File: src/sv/dh_pkg.sv
// ----------------------------------------------------------------------------
// dh_pkg
// widths, register indexes, state types and unit interface structs shared by
// the modular exponentiation block
// ----------------------------------------------------------------------------
package dh_pkg;

	localparam int MOD_WIDTH     = 32;
	localparam int EXP_WIDTH     = 64;
	localparam int DATA_WIDTH    = 32;
	localparam int CFG_WIDTH     = 64;
	localparam int IDX_WIDTH     = 2;
	localparam int PROD_WIDTH    = 2 * DATA_WIDTH;
	localparam int RED_CNT_WIDTH = $clog2(PROD_WIDTH);

	typedef enum logic [IDX_WIDTH-1:0] {
		REG_MODULUS   = 2'd0,
		REG_GENERATOR = 2'd1,
		REG_EXPONENT  = 2'd2
	} reg_idx_t;

	typedef enum logic {
		OP_PUBLIC = 1'b0,
		OP_SHARED = 1'b1
	} op_t;

	typedef enum logic [1:0] {
		MM_IDLE,
		MM_MUL,
		MM_RED
	} mm_state_t;

	typedef enum logic [2:0] {
		SEQ_IDLE,
		SEQ_BASE,
		SEQ_STEP,
		SEQ_MUL_ACC,
		SEQ_SHIFT,
		SEQ_SQR,
		SEQ_DONE
	} seq_state_t;

	typedef struct packed {
		logic                  start;
		logic [DATA_WIDTH-1:0] a;
		logic [DATA_WIDTH-1:0] b;
	} mm_req_t;

	typedef struct packed {
		logic                 done;
		logic [MOD_WIDTH-1:0] result;
	} mm_rsp_t;

endpackage

File: src/sv/dh_modmul.sv
// ----------------------------------------------------------------------------
// dh_modmul
// shared modular multiplier: one registered product, then a restoring
// remainder that takes one product bit per cycle
// ----------------------------------------------------------------------------
module dh_modmul (
	input  logic                           clk,
	input  logic                           arst_n,
	input  dh_pkg::mm_req_t                req,
	input  logic [dh_pkg::MOD_WIDTH-1:0]   modulus,
	output dh_pkg::mm_rsp_t                rsp
);

	localparam logic [dh_pkg::RED_CNT_WIDTH-1:0] RED_LAST =
		dh_pkg::RED_CNT_WIDTH'(dh_pkg::PROD_WIDTH - 1);

	dh_pkg::mm_state_t                     state_q;
	dh_pkg::mm_state_t                     state_d;
	logic [dh_pkg::DATA_WIDTH-1:0]         a_q;
	logic [dh_pkg::DATA_WIDTH-1:0]         b_q;
	logic [dh_pkg::PROD_WIDTH-1:0]         prod_q;
	logic [dh_pkg::PROD_WIDTH-1:0]         product;
	logic [dh_pkg::MOD_WIDTH-1:0]          rem_q;
	logic [dh_pkg::RED_CNT_WIDTH-1:0]      cnt_q;
	logic [dh_pkg::MOD_WIDTH:0]            trial;
	logic [dh_pkg::MOD_WIDTH:0]            diff;
	logic                                  fits;
	logic [dh_pkg::MOD_WIDTH-1:0]          rem_next;
	logic                                  last;

	assign product  = a_q * b_q;
	// bring down the next product bit and subtract the modulus if it fits
	assign trial    = {rem_q, prod_q[dh_pkg::PROD_WIDTH-1]};
	assign diff     = trial - {1'b0, modulus};
	assign fits     = trial >= {1'b0, modulus};
	assign rem_next = fits ? diff[dh_pkg::MOD_WIDTH-1:0] : trial[dh_pkg::MOD_WIDTH-1:0];
	assign last     = cnt_q == RED_LAST;

	always_comb begin
		state_d = state_q;
		unique case (state_q)
			dh_pkg::MM_IDLE: begin
				if (req.start) state_d = dh_pkg::MM_MUL;
			end
			dh_pkg::MM_MUL: begin
				state_d = dh_pkg::MM_RED;
			end
			dh_pkg::MM_RED: begin
				if (last) state_d = dh_pkg::MM_IDLE;
			end
			default: begin
				state_d = dh_pkg::MM_IDLE;
			end
		endcase
	end

	always_comb begin
		rsp.done   = (state_q == dh_pkg::MM_RED) && last;
		rsp.result = rem_next;
	end

	always_ff @(posedge clk or negedge arst_n) begin
		if (!arst_n) begin
			state_q <= dh_pkg::MM_IDLE;
			cnt_q   <= '0;
		end else begin
			state_q <= state_d;
			if (state_q == dh_pkg::MM_RED) begin
				cnt_q <= cnt_q + 1'b1;
			end else begin
				cnt_q <= '0;
			end
		end
	end

	always_ff @(posedge clk) begin
		case (state_q)
			dh_pkg::MM_IDLE: begin
				if (req.start) begin
					a_q <= req.a;
					b_q <= req.b;
				end
			end
			dh_pkg::MM_MUL: begin
				prod_q <= product;
				rem_q  <= '0;
			end
			dh_pkg::MM_RED: begin
				prod_q <= prod_q << 1;
				rem_q  <= rem_next;
			end
			default: begin
			end
		endcase
	end

endmodule

File: src/sv/dh_seq.sv
// ----------------------------------------------------------------------------
// dh_seq
// square-and-multiply sequencer: walks the exponent from its low bit and
// issues squarings and accumulator products to the shared multiplier
// ----------------------------------------------------------------------------
module dh_seq (
	input  logic                            clk,
	input  logic                            arst_n,
	input  logic                            in_valid,
	output logic                            in_ready,
	input  logic                            op,
	input  logic [dh_pkg::DATA_WIDTH-1:0]   peer_value,
	input  logic [dh_pkg::DATA_WIDTH-1:0]   generator,
	input  logic [dh_pkg::MOD_WIDTH-1:0]    modulus,
	input  logic [dh_pkg::EXP_WIDTH-1:0]    exponent,
	output logic                            out_valid,
	input  logic                            out_ready,
	output logic [dh_pkg::DATA_WIDTH-1:0]   key_value,
	output dh_pkg::mm_req_t                 mm_req,
	input  dh_pkg::mm_rsp_t                 mm_rsp
);

	dh_pkg::seq_state_t                 state_q;
	dh_pkg::seq_state_t                 state_d;
	logic [dh_pkg::MOD_WIDTH-1:0]       acc_q;
	logic [dh_pkg::MOD_WIDTH-1:0]       base_q;
	logic [dh_pkg::EXP_WIDTH-1:0]       exp_q;
	logic [dh_pkg::DATA_WIDTH-1:0]      key_q;
	logic                               exp_zero;
	logic                               mod_small;
	logic                               trivial;
	logic [dh_pkg::DATA_WIDTH-1:0]      base_in;
	logic [dh_pkg::EXP_WIDTH-1:0]       exp_next;
	logic                               more;

	assign exp_zero  = exponent == '0;
	// modulus of zero or one: nothing to reduce, any nonzero power is zero
	assign mod_small = modulus <= dh_pkg::MOD_WIDTH'(1);
	assign trivial   = exp_zero || mod_small;
	assign base_in   = (op == dh_pkg::OP_SHARED) ? peer_value : generator;
	assign exp_next  = exp_q >> 1;
	assign more      = exp_next != '0;
	assign key_value = key_q;

	always_comb begin
		state_d = state_q;
		unique case (state_q)
			dh_pkg::SEQ_IDLE: begin
				if (in_valid) state_d = trivial ? dh_pkg::SEQ_DONE : dh_pkg::SEQ_BASE;
			end
			dh_pkg::SEQ_BASE: begin
				if (mm_rsp.done) state_d = dh_pkg::SEQ_STEP;
			end
			dh_pkg::SEQ_STEP: begin
				state_d = exp_q[0] ? dh_pkg::SEQ_MUL_ACC : dh_pkg::SEQ_SHIFT;
			end
			dh_pkg::SEQ_MUL_ACC: begin
				if (mm_rsp.done) state_d = dh_pkg::SEQ_SHIFT;
			end
			dh_pkg::SEQ_SHIFT: begin
				state_d = more ? dh_pkg::SEQ_SQR : dh_pkg::SEQ_DONE;
			end
			dh_pkg::SEQ_SQR: begin
				if (mm_rsp.done) state_d = dh_pkg::SEQ_STEP;
			end
			dh_pkg::SEQ_DONE: begin
				if (out_ready) state_d = dh_pkg::SEQ_IDLE;
			end
			default: begin
				state_d = dh_pkg::SEQ_IDLE;
			end
		endcase
	end

	always_comb begin
		in_ready     = state_q == dh_pkg::SEQ_IDLE;
		out_valid    = state_q == dh_pkg::SEQ_DONE;
		mm_req.start = 1'b0;
		mm_req.a     = dh_pkg::DATA_WIDTH'(base_q);
		mm_req.b     = dh_pkg::DATA_WIDTH'(base_q);
		unique case (state_q)
			dh_pkg::SEQ_IDLE: begin
				// first pass reduces the base below the modulus
				mm_req.start = in_valid && !trivial;
				mm_req.a     = base_in;
				mm_req.b     = dh_pkg::DATA_WIDTH'(1);
			end
			dh_pkg::SEQ_STEP: begin
				mm_req.start = exp_q[0];
				mm_req.a     = dh_pkg::DATA_WIDTH'(acc_q);
			end
			dh_pkg::SEQ_SHIFT: begin
				mm_req.start = more;
			end
			default: begin
			end
		endcase
	end

	always_ff @(posedge clk or negedge arst_n) begin
		if (!arst_n) begin
			state_q <= dh_pkg::SEQ_IDLE;
		end else begin
			state_q <= state_d;
		end
	end

	always_ff @(posedge clk) begin
		unique case (state_q)
			dh_pkg::SEQ_IDLE: begin
				if (in_valid) begin
					exp_q <= exponent;
					acc_q <= dh_pkg::MOD_WIDTH'(1);
					key_q <= exp_zero ? dh_pkg::DATA_WIDTH'(1) : '0;
				end
			end
			dh_pkg::SEQ_BASE: begin
				if (mm_rsp.done) base_q <= mm_rsp.result;
			end
			dh_pkg::SEQ_MUL_ACC: begin
				if (mm_rsp.done) acc_q <= mm_rsp.result;
			end
			dh_pkg::SEQ_SHIFT: begin
				exp_q <= exp_next;
				if (!more) key_q <= dh_pkg::DATA_WIDTH'(acc_q);
			end
			dh_pkg::SEQ_SQR: begin
				if (mm_rsp.done) base_q <= mm_rsp.result;
			end
			default: begin
			end
		endcase
	end

endmodule

File: src/sv/diffie_hellman_modexp.sv
// ----------------------------------------------------------------------------
// diffie_hellman_modexp
// modular exponentiation for a key exchange step: public or shared key
// ----------------------------------------------------------------------------
// usage
//   write modulus, generator and private exponent through wr_en, wr_index and
//   wr_data while the block is idle. each transfer on the input channel (op,
//   peer_value) gives one transfer on the output channel (key_value).
//   op 0 raises the generator, op 1 raises peer_value, to the private
//   exponent modulo the modulus.
// operation
//   one shared modular multiplier does all the work: one registered 32x32
//   product and a 64-step restoring remainder for each product.
//   a key costs one base reduction, one squaring per exponent bit above the
//   lowest up to the highest set bit and one product per set exponent bit;
//   a zero exponent or a modulus below 2 skips the multiplier.
//   in_ready is high only while no item is in flight, so one key at a time.
// reset and stalls
//   reset loads modulus 2, generator 2, exponent 0 and empties the block.
//   a finished key is held in the output register with out_valid high until
//   out_ready takes it; the next input transfer is taken after that.
// ----------------------------------------------------------------------------
module diffie_hellman_modexp (
	input  logic                             clk,
	input  logic                             arst_n,
	input  logic                             wr_en,
	input  logic [dh_pkg::IDX_WIDTH-1:0]     wr_index,
	input  logic [dh_pkg::CFG_WIDTH-1:0]     wr_data,
	input  logic                             in_valid,
	output logic                             in_ready,
	input  logic                             op,
	input  logic [dh_pkg::DATA_WIDTH-1:0]    peer_value,
	output logic                             out_valid,
	input  logic                             out_ready,
	output logic [dh_pkg::DATA_WIDTH-1:0]    key_value
);

	logic [dh_pkg::MOD_WIDTH-1:0]    modulus_q;
	logic [dh_pkg::DATA_WIDTH-1:0]   generator_q;
	logic [dh_pkg::EXP_WIDTH-1:0]    exponent_q;
	dh_pkg::mm_req_t                 mm_req;
	dh_pkg::mm_rsp_t                 mm_rsp;

	always_ff @(posedge clk or negedge arst_n) begin
		if (!arst_n) begin
			modulus_q   <= dh_pkg::MOD_WIDTH'(2);
			generator_q <= dh_pkg::DATA_WIDTH'(2);
			exponent_q  <= '0;
		end else if (wr_en) begin
			unique case (wr_index)
				dh_pkg::REG_MODULUS:   modulus_q   <= wr_data[dh_pkg::MOD_WIDTH-1:0];
				dh_pkg::REG_GENERATOR: generator_q <= wr_data[dh_pkg::DATA_WIDTH-1:0];
				dh_pkg::REG_EXPONENT:  exponent_q  <= wr_data[dh_pkg::EXP_WIDTH-1:0];
				default: begin
				end
			endcase
		end
	end

	dh_seq u_seq (
		.clk        (clk),
		.arst_n     (arst_n),
		.in_valid   (in_valid),
		.in_ready   (in_ready),
		.op         (op),
		.peer_value (peer_value),
		.generator  (generator_q),
		.modulus    (modulus_q),
		.exponent   (exponent_q),
		.out_valid  (out_valid),
		.out_ready  (out_ready),
		.key_value  (key_value),
		.mm_req     (mm_req),
		.mm_rsp     (mm_rsp)
	);

	dh_modmul u_modmul (
		.clk     (clk),
		.arst_n  (arst_n),
		.req     (mm_req),
		.modulus (modulus_q),
		.rsp     (mm_rsp)
	);

endmodule

File: config.mk
export PLATFORM = sky130hd
export DESIGN_NAME = diffie_hellman_modexp
export DESIGN_NICKNAME = d
export VERILOG_FILES = /design/src/sv/dh_pkg.sv /design/src/sv/dh_modmul.sv /design/src/sv/dh_seq.sv /design/src/sv/diffie_hellman_modexp.sv
export SDC_FILE = /design/constraint.sdc
export NUM_CORES = 2
export LEC_CHECK = 0
export BUFFER_PORTS_ARGS = -buffer_cell sky130_fd_sc_hd__buf_2
export CAP_MARGIN = 5
export CORE_ASPECT_RATIO = 1.2
export CORE_MARGIN = 5
export CORE_UTILIZATION = 31
export DETAILED_ROUTE_END_ITERATION = 7
export HOLD_SLACK_MARGIN = 0.12
export SLEW_MARGIN = 20
export SYNTH_ARGS = -nofsm -noshare
export SYNTH_HDL_FRONTEND = slang
export SYNTH_SLANG_ARGS = --single-unit
export TNS_END_PERCENT = 20
File: constraint.sdc
create_clock -name clk -period 8.2 [get_ports clk]
set_input_delay 0.82 -clock clk [delete_from_list [all_inputs] [get_ports clk]]
set_output_delay 0.82 -clock clk [all_outputs]
set_load 0.01 [all_outputs]
==> flow_summary.json <==
{
  "status": "finished clean",
  "synthFlopType": "edfxtp_1",
  "clock_sinks": 459,
  "synth-edff-count": 320,
  "globalRouteOverflowTotal": 0,
  "peakVddDrop_mv": 0.181,
  "postRouteAntennaNets": 0,
  "pin_count": 138,
  "ys_async_sr_fraction_pct": 30.3,
  "setup_viol": 0,
  "tritoncts": "yes",
  "cap_viol_max_count": 0,
  "dpl.hpwl_um": 113000,
  "period_minus_slack_ps": 8040,
  "hold_buffers": 0,
  "drive_above_1_share_pct": 11.3,
  "cp-end-kind": "register",
  "cts_root_buf": "clkbuf_16",
  "arrival_ps": 8390,
  "synth.avg_cell_area_um2": 9.92,
  "syn_to_final_growth_pct": 12.6,
  "drt_pass1_iterations": 6,
  "worstMarginPinSlew_ps": 1060,
  "p_leak_nw": 27.7,
  "insertion_delay_ps": 630,
  "synth_area_leaders": "fa_1 (33%), edfxtp_1 (18%), and2_1 (6.9%), ha_1 (6.9%), inv_1 (6.5%)",
  "wl_per_cell_um": 17.9,
  "h-tree-depth": 2,
  "antenna_found_initial": 4,
  "clk_path_buf_depth": 3,
  "place_area_um2": 58500,
  "gp_congestion": 0.900,
  "nFillCells": 17400,
  "fmax_ghz": 0.124,
  "dr.first_iter.drc_count": 2255,
  "slew_headroom_pct": 29.6,
  "die_height_um": 467,
  "whs_ps": 236,
  "die_area_um2": 182000,
  "grt_pass1_vias": 40600,
  "fin_area_um2": 60700,
  "slew_viol_final": 0,
  "ys_ff_latch": 459,
  "synth.largest_area_cell": "fa_1",
  "synth_nets": 6737,
  "power_density_nw_per_um2": 93.2,
  "hold_viol": 0,
  "post-route-period-util_pct": 98.1,
  "ys_seq_area_share_pct": 24.3,
  "grt_max_degree": 121,
  "synth_warnings": 0,
  "path_max_fanout": 8,
  "syn_inst": 5437,
  "start_kind": "register",
  "initial_utilization_pct": 31.2,
  "viasPerCell": 4.77,
  "core_area_um2": 173000,
  "clk_pin_slew_ps": 70,
  "grt_use_total_pct": 15.5,
  "synth_area_um2": 53900,
  "cts_inserted_buffers": 48,
  "hold_path_class": "in -> async",
  "totalPowerFinal_w": 0.00566,
  "vias": 37600,
  "die_w_um": 391,
  "grt_pass1_wl_um": 227000,
  "cp.required_ps": 8550,
  "routed_wl_um": 141000,
  "skew_ps": 67.1,
  "synthDistinctLibCells": 67,
  "port_buffers": 137,
  "drc": 0,
  "critPathKind": "reg -> reg",
  "synth_top_area_share_pct": 33.3,
  "num_rows": 167,
  "rsz0062_at_grt": "true",
  "nets": 6860
}
-- flip-flops by register name (all words and copies together) (netlist names) --
name / count
u_modmul.prod_q: 64
modulus_q: 32
exponent_q: 64
u_modmul.a_q: 32
u_modmul.cnt_q: 6
u_modmul.b_q: 32
u_seq.acc_q: 32
generator_q: 32
u_seq.base_q: 32
u_modmul.state_q: 2
u_seq.exp_q: 64
u_seq.key_value: 32
u_seq.state_q: 3
u_modmul.rem_q: 32
-- cells in the final DEF, fill, tap and decap left out, drive strengths merged, types with 33 or more instances in the layout --
cell    count
a21o       54
a21oi     124
and2      598
and3       47
buf       372
clkbuf     75
dfrtp     137
edfxtp    320
fa        897
ha        299
inv       930
mux2      102
mux2i      64
nand2     835
nand4      33
nor2      150
nor2b      43
nor4       42
o21ai     184
xnor2      61
xor2       33
-- cells by family after synthesis --
kind of cell | Yosys count | share of synthesized area (%)
AND/OR/NAND/NOR | 1816 | 16.5
buffers and inverters | 1232 | 8.63
adder cells (fa/ha/maj) | 1196 | 40.2
AO/OA/AOI/OAI | 474 | 5.34
flip-flops | 459 | 24.3
multiplexers | 166 | 3.52
XOR/XNOR | 94 | 1.53
-- per-layer routing --
layer / part of all wire, % / GRT usage (%)
met1: 44 / 21.2
met2: 48 / 26.1
met5: 0.0092 / 0
met4: 2.3 / 3.28
met3: 6.0 / 2.31
-- power by group --
part	switching, W	internal, W
combinational	0.000432	0.000305
clock	0.000984	0.00124
sequential	0.0000887	0.00261
-- synth_stat cells, types with 16 or more instances --
cell      instances
a21o_1           54
a21oi_1         123
and2_1          598
and3_1           47
clkbuf_1        291
dfrtp_1         137
edfxtp_1        320
fa_1            897
ha_1            299
inv_1           927
mux2_2          102
mux2i_1          35
mux2i_2          29
nand2_1         835
nand3_1          20
nand4_1          33
nor2_1          150
nor2b_1          43
nor4_1           42
o21ai_0         163
o21ai_1          20
o21bai_1         16
xnor2_1          61
xor2_1           33
-- timing repair --
action                     4_1_cts  5_1_grt
cloned                           0        6
setup endpoints to repair        8       11
pin swaps                        3       16
buffers inserted                12       22
resized for setup                7       22
-- final timing paths --
path | slack (ps) | end | cells past startpoint | startpoint
hold / removal | 240 | generator_q[23] | 1 | arst_n
min in group clk | 420 | exponent_q[40] | 2 | wr_data[40]
max in group asynchronous | 6550 | u_seq.state_q[1] | 2 | arst_n
hold reg to reg | 470 | u_modmul.cnt_q[0] | 1 | u_modmul.cnt_q[0]
setup / recovery | 160 | u_modmul.prod_q[63] | 25 | u_modmul.b_q[15]
setup reg to reg | 160 | u_modmul.prod_q[63] | 25 | u_modmul.b_q[15]
-- worst max-delay path: stages, from the launching register on --
cell       delay (ps)
edfxtp_1          540
buf_4             210
buf_4             150
and2_1            150
fa_1              420
fa_1              550
inv_1              50
fa_1              390
fa_1              520
fa_1              560
inv_1              60
fa_1              480
fa_1              530
fa_1              450
ha_1              340
buf_4             150
nand2_1           190
nor4_4            360
o2111ai_2         220
nand4_1           270
a2bb2oi_1         110
buf_4             180
o31ai_4           260
a41oi_2           160
xnor2_1           190
mux2_2            290
-- cell type report --
cell class / count / area, um^2 / area share (%)
multi-input cells: 3746 / 36400 / 59.9
flip-flops and latches: 459 / 13100 / 21.6
inverters: 927 / 3480 / 5.73
repair buffers: 378 / 3280 / 5.40
well taps: 2281 / 2850 / 4.70
clock buffers: 69 / 1390 / 2.29
clock inverters: 20 / 223 / 0.367
diodes: 1 / 2.50 / 0.00412
-- metrics by stage --
stage | utilization (%) | std cells | setup slack, ps | TNS (ps)
after floorplan | - | 5437 | 886 | 0
after global placement | 33.8 | 7751 | -598 | -2610
after detailed placement | 33.8 | 7751 | -618 | -2630
after CTS | 34.9 | 7852 | -19.6 | -19.6
after global routing | 35.1 | 7880 | -22.1 | -47.3
final | 35.1 | 7881 | 157 | 0
(Power assumes the default switching activity.)
